==> config.mk <==
export PLATFORM = sky130hd
export DESIGN_NAME = quantized_dot_product_requant
export DESIGN_NICKNAME = d
export VERILOG_FILES = /design/src/hdl/qdp_pkg.sv /design/src/hdl/qdp_fifo.sv /design/src/hdl/qdp_front.sv /design/src/hdl/qdp_back.sv /design/src/hdl/quantized_dot_product_requant.sv
export SDC_FILE = /design/constraint.sdc
export NUM_CORES = 2
export LEC_CHECK = 0
export BUFFER_PORTS_ARGS = -buffer_cell sky130_fd_sc_hd__buf_2
export CAP_MARGIN = 20
export CORE_UTILIZATION = 68
export CTS_CLUSTER_DIAMETER = 200
export DETAILED_ROUTE_END_ITERATION = 10
export PLACE_DENSITY = 0.85
export REMOVE_ABC_BUFFERS = 1
export SLEW_MARGIN = 30
export SYNTH_ARGS = -nofsm -noshare
export SYNTH_HDL_FRONTEND = slang
export SYNTH_SLANG_ARGS = --single-unit
==> constraint.sdc <==
create_clock -name clk -period 19.2 [get_ports clk]
set_clock_uncertainty 0.2 [all_clocks]
set_input_delay 0 -clock clk [delete_from_list [all_inputs] [get_ports clk]]
set_output_delay 0 -clock clk [all_outputs]
set_load 0.1 [all_outputs]
==> src/hdl/qdp_pkg.sv <==
// Types and constants shared by the quantized dot product blocks
package qdp_pkg;

  localparam int CfgIndexW = 2;
  localparam int CfgDataW  = 31;

  typedef enum logic [CfgIndexW-1:0] {
    CFG_MATRIX_ZP   = 2'd0,
    CFG_VECTOR_ZP   = 2'd1,
    CFG_SCALE_MULT  = 2'd2,
    CFG_SCALE_SHIFT = 2'd3
  } cfg_index_t;

  typedef struct packed {
    logic [7:0]  matrix_zp;
    logic [7:0]  vector_zp;
    logic [30:0] scale_mult;
    logic [4:0]  scale_shift;
  } qdp_cfg_t;

  typedef struct packed {
    logic signed [8:0]  matrix_diff;
    logic signed [8:0]  vector_diff;
    logic [31:0]        row_bias;
    logic               first_of_row;
    logic               last_of_row;
  } qdp_work_t;

  typedef struct packed {
    logic [31:0] raw_sum;
    logic [7:0]  quantized_byte;
  } qdp_result_t;

  localparam int WorkW   = $bits(qdp_work_t);
  localparam int ResultW = $bits(qdp_result_t);

endpackage

==> src/hdl/qdp_fifo.sv <==
// Small register-based first-in first-out queue
module qdp_fifo #(
  parameter int Width = 8,
  parameter int Depth = 4
) (
  input  logic             clk,
  input  logic             rst_n,
  input  logic             wr_en,
  input  logic [Width-1:0] wr_data,
  output logic             full,
  input  logic             rd_en,
  output logic [Width-1:0] rd_data,
  output logic             empty
);

  localparam int AW = $clog2(Depth);

  logic [Width-1:0] mem_r [Depth];
  logic [AW:0]      wr_ptr_r, wr_ptr_nxt;
  logic [AW:0]      rd_ptr_r, rd_ptr_nxt;

  assign empty   = (wr_ptr_r == rd_ptr_r);
  assign full    = (wr_ptr_r[AW] != rd_ptr_r[AW]) &&
                   (wr_ptr_r[AW-1:0] == rd_ptr_r[AW-1:0]);
  assign rd_data = mem_r[rd_ptr_r[AW-1:0]];

  assign wr_ptr_nxt = (wr_en && !full)  ? wr_ptr_r + 1'b1 : wr_ptr_r;
  assign rd_ptr_nxt = (rd_en && !empty) ? rd_ptr_r + 1'b1 : rd_ptr_r;

  always_ff @(posedge clk) begin
    if (!rst_n) begin
      wr_ptr_r <= '0;
      rd_ptr_r <= '0;
    end else begin
      wr_ptr_r <= wr_ptr_nxt;
      rd_ptr_r <= rd_ptr_nxt;
    end
  end

  always_ff @(posedge clk) begin
    if (wr_en && !full) begin
      mem_r[wr_ptr_r[AW-1:0]] <= wr_data;
    end
  end

endmodule

==> src/hdl/qdp_front.sv <==
// Input stage: accepts items and removes the zero points
module qdp_front import qdp_pkg::*; (
  input  logic        clk,
  input  logic        rst_n,
  input  logic        in_push,
  output logic        in_full,
  input  logic [7:0]  in_matrix_byte,
  input  logic [7:0]  in_vector_byte,
  input  logic [31:0] in_row_bias,
  input  logic        in_first_of_row,
  input  logic        in_last_of_row,
  input  qdp_cfg_t    cfg,
  output qdp_work_t   work,
  output logic        work_valid,
  input  logic        work_full
);

  logic      valid_r, valid_nxt;
  qdp_work_t work_r;
  logic      accept;

  assign in_full    = valid_r && work_full;
  assign accept     = in_push && !in_full;
  assign valid_nxt  = accept || (valid_r && work_full);
  assign work       = work_r;
  assign work_valid = valid_r;

  always_ff @(posedge clk) begin
    if (!rst_n) begin
      valid_r <= 1'b0;
    end else begin
      valid_r <= valid_nxt;
    end
  end

  always_ff @(posedge clk) begin
    if (accept) begin
      work_r.matrix_diff  <= $signed({1'b0, in_matrix_byte}) - $signed({1'b0, cfg.matrix_zp});
      work_r.vector_diff  <= $signed({1'b0, in_vector_byte}) - $signed({1'b0, cfg.vector_zp});
      work_r.row_bias     <= in_row_bias;
      work_r.first_of_row <= in_first_of_row;
      work_r.last_of_row  <= in_last_of_row;
    end
  end

endmodule

==> src/hdl/qdp_back.sv <==
// Execution stage: accumulates products and requantizes row sums
module qdp_back import qdp_pkg::*; (
  input  logic        clk,
  input  logic        rst_n,
  input  qdp_work_t   work,
  input  logic        work_empty,
  output logic        work_pop,
  input  qdp_cfg_t    cfg,
  output qdp_result_t res,
  output logic        res_valid,
  input  logic        res_full
);

  logic               en;
  logic signed [17:0] prod;
  logic [31:0]        acc_base;
  logic [31:0]        acc_r, acc_nxt;

  logic               s1_v_r;
  logic [31:0]        s1_sum_r;
  logic               s2_v_r;
  logic               s2_neg_r;
  logic [31:0]        s2_mag_r;
  logic [31:0]        s2_sum_r;
  logic               s3_v_r;
  logic               s3_neg_r;
  logic [62:0]        s3_prod_r;
  logic [31:0]        s3_sum_r;

  logic [63:0]        rnd;
  logic [63:0]        quot;
  logic [5:0]         half_pos;
  logic [5:0]         shift_amt;

  assign en       = !(s3_v_r && res_full);
  assign work_pop = en && !work_empty;

  assign prod     = work.matrix_diff * work.vector_diff;
  assign acc_base = work.first_of_row ? work.row_bias : acc_r;
  assign acc_nxt  = acc_base + {{14{prod[17]}}, prod};

  always_ff @(posedge clk) begin
    if (!rst_n) begin
      acc_r  <= '0;
      s1_v_r <= 1'b0;
      s2_v_r <= 1'b0;
      s3_v_r <= 1'b0;
    end else begin
      if (work_pop) begin
        acc_r <= acc_nxt;
      end
      if (en) begin
        s1_v_r <= work_pop && work.last_of_row;
        s2_v_r <= s1_v_r;
        s3_v_r <= s2_v_r;
      end
    end
  end

  always_ff @(posedge clk) begin
    if (work_pop) begin
      s1_sum_r <= acc_nxt;
    end
    if (en) begin
      s2_neg_r  <= s1_sum_r[31];
      s2_mag_r  <= s1_sum_r[31] ? (~s1_sum_r + 32'd1) : s1_sum_r;
      s2_sum_r  <= s1_sum_r;
      s3_neg_r  <= s2_neg_r;
      s3_prod_r <= s2_mag_r * cfg.scale_mult;
      s3_sum_r  <= s2_sum_r;
    end
  end

  assign half_pos  = 6'd30 + {1'b0, cfg.scale_shift};
  assign shift_amt = 6'd31 + {1'b0, cfg.scale_shift};
  assign rnd       = {1'b0, s3_prod_r} + (64'd1 << half_pos);
  assign quot      = rnd >> shift_amt;

  always_comb begin
    res.raw_sum = s3_sum_r;
    if (s3_neg_r) begin
      res.quantized_byte = 8'd0;
    end else if (quot > 64'd255) begin
      res.quantized_byte = 8'd255;
    end else begin
      res.quantized_byte = quot[7:0];
    end
  end

  assign res_valid = s3_v_r;

endmodule

==> src/hdl/quantized_dot_product_requant.sv <==
// Top level of the quantized dot product with requantization
//
//   channel  | handshake            | payload
//   ---------+----------------------+--------------------------------------------
//   input    | in_push / in_full    | matrix_byte, vector_byte, row_bias, flags
//   result   | out_pop / out_empty  | raw_sum, quantized_byte
//   config   | cfg_wr_en            | cfg_index, cfg_data
//
// Sustains one item per cycle, and the accumulator one queued item per cycle, when unstalled.
// A row's last item passes the front register, work queue, s1, s2, s3, then the result queue.
// Reset is synchronous and empties both queues; control and config registers return to their defaults.
// A full result queue holds the requantize pipeline, then the work queue, then in_full.
module quantized_dot_product_requant import qdp_pkg::*; #(
  parameter int QUEUE_DEPTH  = 4,
  parameter int RESULT_DEPTH = 4
) (
  input  logic                clk,
  input  logic                rst_n,
  input  logic                in_push,
  output logic                in_full,
  input  logic [7:0]          in_matrix_byte,
  input  logic [7:0]          in_vector_byte,
  input  logic signed [31:0]  in_row_bias,
  input  logic                in_first_of_row,
  input  logic                in_last_of_row,
  output logic                out_empty,
  input  logic                out_pop,
  output logic signed [31:0]  out_raw_sum,
  output logic [7:0]          out_quantized_byte,
  input  logic                cfg_wr_en,
  input  logic [CfgIndexW-1:0] cfg_index,
  input  logic [CfgDataW-1:0] cfg_data
);

  localparam logic [30:0] ScaleMultReset = 31'd1073741824;

  qdp_cfg_t    cfg_r;
  qdp_work_t   front_work;
  logic        front_valid;
  logic        work_full;
  qdp_work_t   queue_work;
  logic        work_empty;
  logic        work_pop;
  qdp_result_t back_res;
  logic        back_valid;
  logic        res_full;
  qdp_result_t out_res;

  always_ff @(posedge clk) begin
    if (!rst_n) begin
      cfg_r.matrix_zp   <= 8'd0;
      cfg_r.vector_zp   <= 8'd0;
      cfg_r.scale_mult  <= ScaleMultReset;
      cfg_r.scale_shift <= 5'd0;
    end else if (cfg_wr_en) begin
      case (cfg_index_t'(cfg_index))
        CFG_MATRIX_ZP:   cfg_r.matrix_zp   <= cfg_data[7:0];
        CFG_VECTOR_ZP:   cfg_r.vector_zp   <= cfg_data[7:0];
        CFG_SCALE_MULT:  cfg_r.scale_mult  <= cfg_data[30:0];
        CFG_SCALE_SHIFT: cfg_r.scale_shift <= cfg_data[4:0];
        default: ;
      endcase
    end
  end

  qdp_front u_front (
    .clk             (clk),
    .rst_n           (rst_n),
    .in_push         (in_push),
    .in_full         (in_full),
    .in_matrix_byte  (in_matrix_byte),
    .in_vector_byte  (in_vector_byte),
    .in_row_bias     (in_row_bias),
    .in_first_of_row (in_first_of_row),
    .in_last_of_row  (in_last_of_row),
    .cfg             (cfg_r),
    .work            (front_work),
    .work_valid      (front_valid),
    .work_full       (work_full)
  );

  qdp_fifo #(
    .Width (WorkW),
    .Depth (QUEUE_DEPTH)
  ) u_work_q (
    .clk     (clk),
    .rst_n   (rst_n),
    .wr_en   (front_valid),
    .wr_data (front_work),
    .full    (work_full),
    .rd_en   (work_pop),
    .rd_data (queue_work),
    .empty   (work_empty)
  );

  qdp_back u_back (
    .clk        (clk),
    .rst_n      (rst_n),
    .work       (queue_work),
    .work_empty (work_empty),
    .work_pop   (work_pop),
    .cfg        (cfg_r),
    .res        (back_res),
    .res_valid  (back_valid),
    .res_full   (res_full)
  );

  qdp_fifo #(
    .Width (ResultW),
    .Depth (RESULT_DEPTH)
  ) u_res_q (
    .clk     (clk),
    .rst_n   (rst_n),
    .wr_en   (back_valid),
    .wr_data (back_res),
    .full    (res_full),
    .rd_en   (out_pop),
    .rd_data (out_res),
    .empty   (out_empty)
  );

  assign out_raw_sum        = out_res.raw_sum;
  assign out_quantized_byte = out_res.quantized_byte;

endmodule

==> reports/metrics.yaml <==
outcome: "complete, no violations"
yosys-top-cells-area: "fa_1 28%, edfxtp_1 27%, ha_1 7.7%, inv_1 5.3%, nand2_1 5.0%"
synth.top_cell.area_share_pct: 27.73
cp-endpoint: "u_back.s1_sum_r[31]$_DFFE_PP_"
grt_max_degree: 104
worst_slew_pin_slew_ns: 0.9861
grt.met3_usage_pct: 11.69
gr-usage-met1_pct: 50.71
yosys_register_bits: 713
dpl_worst_slack_ns: 9.469
ff2ff_path_depth: 34
vias: 51180
die_h_um: 317.7
synth_mux_area_share_pct: 4.494
crit_path_top_delay_cell: "dfxtp_4"
grt_antenna_before_repair: 14
drive_above_1_share_pct: 7.626
timing.final.crit_period_ns: 10.29
areaGrowthSynthToFinish_pct: 9.669
cp_data_required_time_ns: 19.39
synthFlopType: "edfxtp_1"
rrSetupSlack_ns: 8.91
setup_viol: 0
holdCritPathClass: "primary input to flop"
setup_tns_ns: 0
path_delay_family: "compound AO/OA/AOI/OAI gates"
dieArea_um2: 101000
clockRootBuffer: "clkbuf_16"
drc_errors: 0
cts.sinks: 713
overflow: 0
cts_buffers: 73
hold_violations: 0
grt_use_met2_pct: 66.05
top_usage_layer: "met2"
final_area_um2: 74350
synth_cell_types: 89
hpwl_mm: 132.9
wl_mm: 205.5
max-clock-path-buffers: 3
io_pins: 130
netlist_area_um2: 67790
crit_fanout: 31
synth-xor-area-share_pct: 2.375
htreeDepth: 3
gp_congestion: 0.9799
synth_top_area_cell: "fa_1"
grt_pass1_wl_mm: 316.3
finish.utilization_pct: 75.43
ant_nets: 0
syn_inst: 6342
crit_cells: 34
viasPerCell: 6.464
cp-start-kind: "flop"
grt_use_total_pct: 41.57
io_buffers: 129
seq_area_frac_synth_pct: 30.05
syn_area_per_cell_um2: 10.69
wl_per_cell_um: 25.95
drt_first_pass_iters: 8
worst_slack_ns: 8.908
postCtsResizedCells: 0
synthTopCellsByCount: "965 x inv_1, 939 x fa_1, 909 x nand2_1"
min_period_over_period_pct: 53.60
grt_pass1_vias: 55030
final_nets: 8005
cp.arrival_ns: 10.48
cp_num_buf_inv: 3
die_w_um: 317.7
synth_edf_count: 609
cap_violations: 0
synth_top_family_by_area: "adder cells"
path_clk_slew_ns: 0.09
design.core.area_um2: 98560
fillCellCount: 5988
yosys.cell_count.top_type: "inv_1"
first_iter_violations: 5638
initial_core_util_pct: 68.78
async_flop_share_pct: 0
worstSetupPathType: "flop to flop"
tritoncts: "built"
slew_viol_final: 0
relSlewSlack_pct: 33.85
synthAdderAreaFrac_pct: 35.39
critPathCaptureType: "flop"
rsz0062_at_grt: "false"
cp_common_cell: "a21oi_1"
hold_start: "cfg_data[8]"
fmaxAchievable_mhz: 97.16
rows: 115
cpPeakStageDelay_ns: 0.68
yosys_warnings: 0
synthSimpleGateAreaFrac_pct: 13.41
insertion_delay_ns: 0.69
r2r_end: "u_back.s1_sum_r[31]$_DFFE_PP_"
synth-compound-area-share_pct: 7.222
placed_area_um2: 69670
==> cell families after synthesis <==
group           count (synthesis)
buf+inv                      1271
compound gates                743
fa+ha+maj                    1354
simple gates                 1899
other cells                     1
xor+xnor                      183
flops                         713
mux                           178
==> registers in the layout, summed over array words and instances (netlist names), 32 cells and up, named ones only <==
register and count:
cfg_r 52, u_back.s3_prod_r 62, u_front.work 52, u_back.s3_sum_r 32, u_work_q.mem_r 208, u_back.s2_sum_r 32, u_back.s1_sum_r 32, u_back.acc_r 32
u_res_q.mem_r 160
==> placed cells by master (no fill, tap or decap), types with 23 or more instances in the layout <==
| cell type | netlist | layout |
|---|---|---|
| nand3_1 | 49 | 49 |
| dfxtp_1 | 104 | 97 |
| xor2_1 | 48 | 48 |
| nor3_1 | 56 | 56 |
| mux4_2 | 96 | 96 |
| o21a_1 | 29 | 29 |
| xnor2_1 | 134 | 134 |
| and2_1 | 477 | 469 |
| mux2i_1 | 43 | 43 |
| inv_1 | 965 | 964 |
| o21ai_0 | 131 | 131 |
| nand2_1 | 909 | 909 |
| dlygate4sd3_1 | 0 | 214 |
| a21oi_1 | 201 | 201 |
| buf_2 | 4 | 128 |
| fa_1 | 939 | 939 |
| o31ai_1 | 24 | 24 |
| edfxtp_1 | 609 | 609 |
| buf_4 | 1 | 87 |
| nor2b_1 | 50 | 49 |
| a21o_1 | 72 | 72 |
| a211oi_1 | 28 | 27 |
| nand2b_1 | 30 | 30 |
| a21boi_0 | 62 | 62 |
| mux2_2 | 38 | 38 |
| nand4_1 | 33 | 33 |
| clkbuf_16 | 0 | 74 |
| and3_1 | 23 | 23 |
| nor2_1 | 188 | 187 |
| ha_1 | 415 | 415 |
==> per-layer routing <==
metal | wire [um] | up-vias | share of wire, %
met5 | 85 | - | 0.041
met3 | 24020 | 1130 | 12
met2 | 95480 | 3709 | 46
met1 | 71220 | 25210 | 35
met4 | 14670 | 14 | 7.1
li1 | - | 21120 | -
==> repair_timing <==
action	4_1_cts	5_1_grt
hold buffers	214	0
hold endpoints to repair	208	0
buffers inserted	0	0
endpoints found under the setup margin	0	0
==> worst reg2reg max path, delay by kind of cell (launching register included) <==
kind	cells	cell delay (ns)
AO/OA/AOI/OAI	17	3.95
flip-flops	1	0.68
adder cells (fa/ha/maj)	7	3.08
AND/OR/NAND/NOR	5	0.82
buffers and inverters	3	0.97
XOR/XNOR	2	0.33
==> stage by stage <==
stage          cells  hold WS, ns
2_1_floorplan   6057      -0.1282
3_3_place_gp    7560     -0.02324
3_5_place_dp    7560     -0.02189
4_1_cts         7908      0.04394
5_1_grt         7912      0.09133
6_report        7917      0.09871
==> worst min path at each step <==
stage,end,slack (ns),cells past startpoint
global route,cfg_r[9]$_SDFFE_PN0P_,0.09,4
CTS,cfg_r[9]$_SDFFE_PN0P_,0.04,4
finish,cfg_r[13]$_SDFFE_PN0P_,0.1,4
floorplan,cfg_r[35]$_SDFFE_PN1P_,-0.13,1
global placement,u_front.work[32]$_DFFE_PP_,-0.02,1
detailed placement,u_front.work[12]$_DFFE_PP_,-0.02,1
==> cell type report <==
| type | count | area [um2] | area share (%) |
|---|---|---|---|
| clock inverters | 37 | 523.0 | 0.7035 |
| multi-input cells | 4376 | 42730 | 57.48 |
| clock buffers | 97 | 1978 | 2.661 |
| flip-flops and latches | 713 | 20380 | 27.42 |
| diodes | 8 | 20.02 | 0.02693 |
| well taps | 1287 | 1610 | 2.166 |
| inverters | 968 | 3638 | 4.894 |
| repair buffers | 431 | 3458 | 4.652 |
Power is left out: the tool's default activity adds up to more than one toggle a clock period on the data nets, which glitch-free logic cannot reach.
